$ cat config.mk
export PLATFORM = sky130hd
export DESIGN_NAME = mm4_merge
export DESIGN_NICKNAME = d
export VERILOG_FILES = /design/src/rtl/core/mm4_pkg.sv /design/src/rtl/core/mm4_merge.sv
export SDC_FILE = /design/constraint.sdc
export NUM_CORES = 1
export LEC_CHECK = 0
export BUFFER_PORTS_ARGS = -buffer_cell sky130_fd_sc_hd__clkbuf_2
export CAP_MARGIN = 10
export CELL_PAD_IN_SITES_DETAIL_PLACEMENT = 1
export CELL_PAD_IN_SITES_GLOBAL_PLACEMENT = 1
export CORE_MARGIN = 2
export CORE_UTILIZATION = 34
export CTS_BUF_LIST = sky130_fd_sc_hd__clkbuf_8
export DETAILED_ROUTE_END_ITERATION = 16
export GPL_TIMING_DRIVEN = 0
export MAX_ROUTING_LAYER = met4
export PLACE_DENSITY_LB_ADDON = 0.1
export SLEW_MARGIN = 25
export SYNTH_ARGS = -nofsm -noshare
export SYNTH_HDL_FRONTEND = slang
export SYNTH_SLANG_ARGS = --single-unit
export TNS_END_PERCENT = 1
$ cat constraint.sdc
create_clock -name clk -period 5.23 [get_ports clk]
set_clock_uncertainty 0.05 [all_clocks]
set_input_delay 1.046 -clock clk [delete_from_list [all_inputs] [get_ports clk]]
set_output_delay 1.046 -clock clk [all_outputs]
set_load 0.01 [all_outputs]
$ cat src/rtl/core/mm4_pkg.sv
`timescale 1ns / 1ps
// ----------------------------------------------------------------------------
// mm4_pkg
// Shared types and widths for the 4x4 fixed-point matrix multiplier.
// ----------------------------------------------------------------------------
package mm4_pkg;

    localparam int DIM    = 4;
    localparam int WORD_W = 32;
    localparam int PROD_W = 2 * WORD_W;
    localparam int PAIR_W = PROD_W + 1;
    localparam int SUM_W  = PROD_W + 2;
    localparam int IDX_W  = $clog2(DIM);

    localparam logic [WORD_W-1:0] WORD_MAX = {1'b0, {(WORD_W-1){1'b1}}};
    localparam logic [WORD_W-1:0] WORD_MIN = {1'b1, {(WORD_W-1){1'b0}}};

    localparam logic KIND_LOAD     = 1'b0;
    localparam logic KIND_MULTIPLY = 1'b1;

    typedef logic signed [WORD_W-1:0] word_t;
    typedef logic [IDX_W-1:0]         idx_t;

    // stage advance enables shared by all lanes
    typedef struct packed {
        logic en1;
        logic en2;
        logic en3;
    } pipe_ctrl_t;

endpackage

$ cat src/rtl/core/mm4_merge.sv
`timescale 1ns / 1ps
// ----------------------------------------------------------------------------
// mm4_merge
// Gathers the lane results into the output register and folds the lane
// saturation flags into one.
// ----------------------------------------------------------------------------
module mm4_merge (
    input  logic           clk,
    input  logic           rst_n,
    input  logic           lane_valid,
    input  mm4_pkg::idx_t  lane_col,
    input  mm4_pkg::word_t lane_val [mm4_pkg::DIM],
    input  logic           lane_sat [mm4_pkg::DIM],
    output logic           take,
    output logic           out_valid,
    input  logic           out_ready,
    output mm4_pkg::idx_t  result_column,
    output mm4_pkg::word_t merged [mm4_pkg::DIM],
    output logic           saturated
);

    logic          valid_reg;
    logic          sat_next;
    logic          sat_reg;
    mm4_pkg::idx_t col_reg;
    mm4_pkg::word_t val_reg [mm4_pkg::DIM];

    assign take = !valid_reg || out_ready;

    always_comb
    begin
        sat_next = 1'b0;
        for (int r = 0; r < mm4_pkg::DIM; r++)
        begin
            sat_next = sat_next | lane_sat[r];
        end
    end

    always_ff @(posedge clk or negedge rst_n)
    begin
        if (!rst_n)
        begin
            valid_reg <= 1'b0;
        end
        else if (take)
        begin
            valid_reg <= lane_valid;
        end
    end

    always_ff @(posedge clk)
    begin
        if (take && lane_valid)
        begin
            col_reg <= lane_col;
            sat_reg <= sat_next;
            for (int r = 0; r < mm4_pkg::DIM; r++)
            begin
                val_reg[r] <= lane_val[r];
            end
        end
    end

    assign out_valid     = valid_reg;
    assign result_column = col_reg;
    assign saturated     = sat_reg;

    always_comb
    begin
        for (int r = 0; r < mm4_pkg::DIM; r++)
        begin
            merged[r] = val_reg[r];
        end
    end

endmodule

==> impl_metrics.toml <==
[logic_synthesis]
avgSynthCellArea_sq_um = 29.3
syn_area_sq_mm = 0.00399
ys_types = 5
ys_seq_area_share_pct = 99.3
synth_xor_area_share_pct = 0
synth_adder_area_share_pct = 0
synthSimpleGateAreaFrac_pct = 0.659
synth_nets = 274
ys_ff_latch = 132
synth_compound_area_share_pct = 0
synth_mux_area_share_pct = 0
netlist_instances = 136
yosys_warnings = 0
synth_top_family_by_area = "simple AND/OR/NAND/NOR gates"

[power]
power_density_mw_per_mm2 = 353
ir_worst_vdd_mv = 0.221
leakagePower_nw = 2.58

[finish]
final_nets = 565
largest_reg_flops = 128
seq_area_sq_mm = 0.00396
multi_input_area_sq_um = 28.8
layout_commonest_cell = "clkbuf_2"
diodes = 0
stdcell_area_sq_mm = 0.00586
areaGrowthSynthToFinish_pct = 47.0
layout_common_cells = "clkbuf_2, edfxtp_1, clkbuf_8, clkinv_1"
fillers = 1175
layout-drive-gt1-share_pct = 67.0
stdcell_count = 582

[place]
place_inst = 551
dp_slack_ps = 2330
numPortBuffers = 270
dpl.hpwl_mm = 7.68
placed_area_sq_mm = 0.00557
gp_congestion = 0.702

[setup_path]
ff2ff_setup_slack_ps = 3150
cp-end-kind = "output pin"
crit_arrival_ps = 1450
reg2reg_depth = 4
start_kind = "primary input"
crit_path_start = "out_ready"
critPathCapture = "take"
rr_endpoint = "val_reg[3][10]$_DFFE_PP_"
worstPathRequired_ps = 4130
r2r_start = "out_valid$_DFFE_PN0P_"
crit_type = "in2out"
cp_max_fo = 3

[grt]
antenna_found_initial = 0
grt_pass1_wl_mm = 14.5
grt_pass1_vias = 2695
overflow = 0
grt_start_max_net_pins = 51
track_usage_pct = 16.7

[worst_hold_path]
hp-class = "in2async"

[cts]
cts.path.max_buffers = 2
clock_sinks = 132
cts_hold_buf = 0
ctsRootBufferMaster = "clkbuf_8"
cts_setup_buffers = 0
cts_resized = 0
htreeDepth = 4
clk-insertion-delay-late_ps = 420
clk_pin_slew_ps = 60
numCtsBuffers = 17
cts_tree = "built"

[timing]
tightest_slew_ps = 592
period_needed_ps = 2540
maxSlewViolCount = 0
relSlewSlack_pct = 60.5
finalSetupViolCount = 0
finalCritPeriodShare_pct = 48.6
rsz0062_at_grt = "no"
hold_ws_ps = 334
hold_violations = 0
setup_tns_ps = 0
fin_ws_ps = 2690
max_freq_ghz = 0.393

[die]
dieArea_sq_mm = 0.0126
initial_utilization_pct = 34.9
design.core.area_sq_mm = 0.0114
die_w_microns = 112
die-height_microns = 112
num_rows = 39
ioPinCount = 271

[drt]
viasPerCell = 4.37
drtIter0Drc = 109
vias = 2541
drt_wl_total_mm = 9.91
wl_per_cell_microns = 17.0
ant_nets = 0
route.detailed.drc = 0
drtPass1Iterations = 5

[run]
cap_violations = 0

[status]
status = "finished, final reports clean"
## cell families (layout without fill, tap and decap cells)
| family | Yosys count | in the layout |
|---|---|---|
| flops | 132 | 132 |
| simple gates | 4 | 4 |
| buf+inv | 0 | 303 |
## stage by stage
step                      util [%]  power [mW]
after floorplan                  -        1.33
after global placement        48.3        1.44
after detailed placement      48.7        1.44
after CTS                     51.3        2.11
after global routing          51.3        2.16
final                         51.3        2.07
## worst max-delay path, stage by stage
cell and delay [ps]:
clkbuf_2 80, nand2b_1 170, clkbuf_2 140
## routing by layer
layer	track usage (%)	up-vias	share of wire, %
li1	-	1135	-
met1	16.9	1208	34
met2	27.1	178	52
met3	7.56	20	12
met4	8.70	0	2.6
met5	-	-	0
## worst min path at each step
| stage | from | end | slack (ps) | cells past startpoint |
|---|---|---|---|---|
| 3_3_place_gp | out_valid$_DFFE_PN0P_ | out_valid$_DFFE_PN0P_ | 470 | 2 |
| 4_1_cts | rst_n | out_valid$_DFFE_PN0P_ | 290 | 1 |
| 3_5_place_dp | out_valid$_DFFE_PN0P_ | out_valid$_DFFE_PN0P_ | 520 | 2 |
| 2_1_floorplan | out_valid$_DFFE_PN0P_ | out_valid$_DFFE_PN0P_ | 570 | 2 |
| 5_1_grt | rst_n | out_valid$_DFFE_PN0P_ | 300 | 1 |
| 6_report | rst_n | out_valid$_DFFE_PN0P_ | 330 | 1 |
## Yosys cell counts
library cell | count | share of area (%)
edfxtp_1 | 131 | 99
nand2b_1 | 2 | 0.31
and2_1 | 1 | 0.16
dfrtp_1 | 1 | 0.63
or4_1 | 1 | 0.19
## power by group
part | total (mW) | switching [mW] | internal, mW
registers | 1.25 | 0.0145 | 1.23
logic | 0.168 | 0.0920 | 0.0756
clock network | 0.652 | 0.349 | 0.303
total | 2.07 | 0.456 | 1.61
## cell type report
type / instances / share of cell area (%)
flip-flops and latches: 132 / 67.6
repair buffers: 272 / 23.9
clock buffers: 17 / 3.99
well taps: 143 / 3.05
clock inverters: 14 / 0.983
multi-input cells: 4 / 0.491
Power figures use the tool's default switching activity.
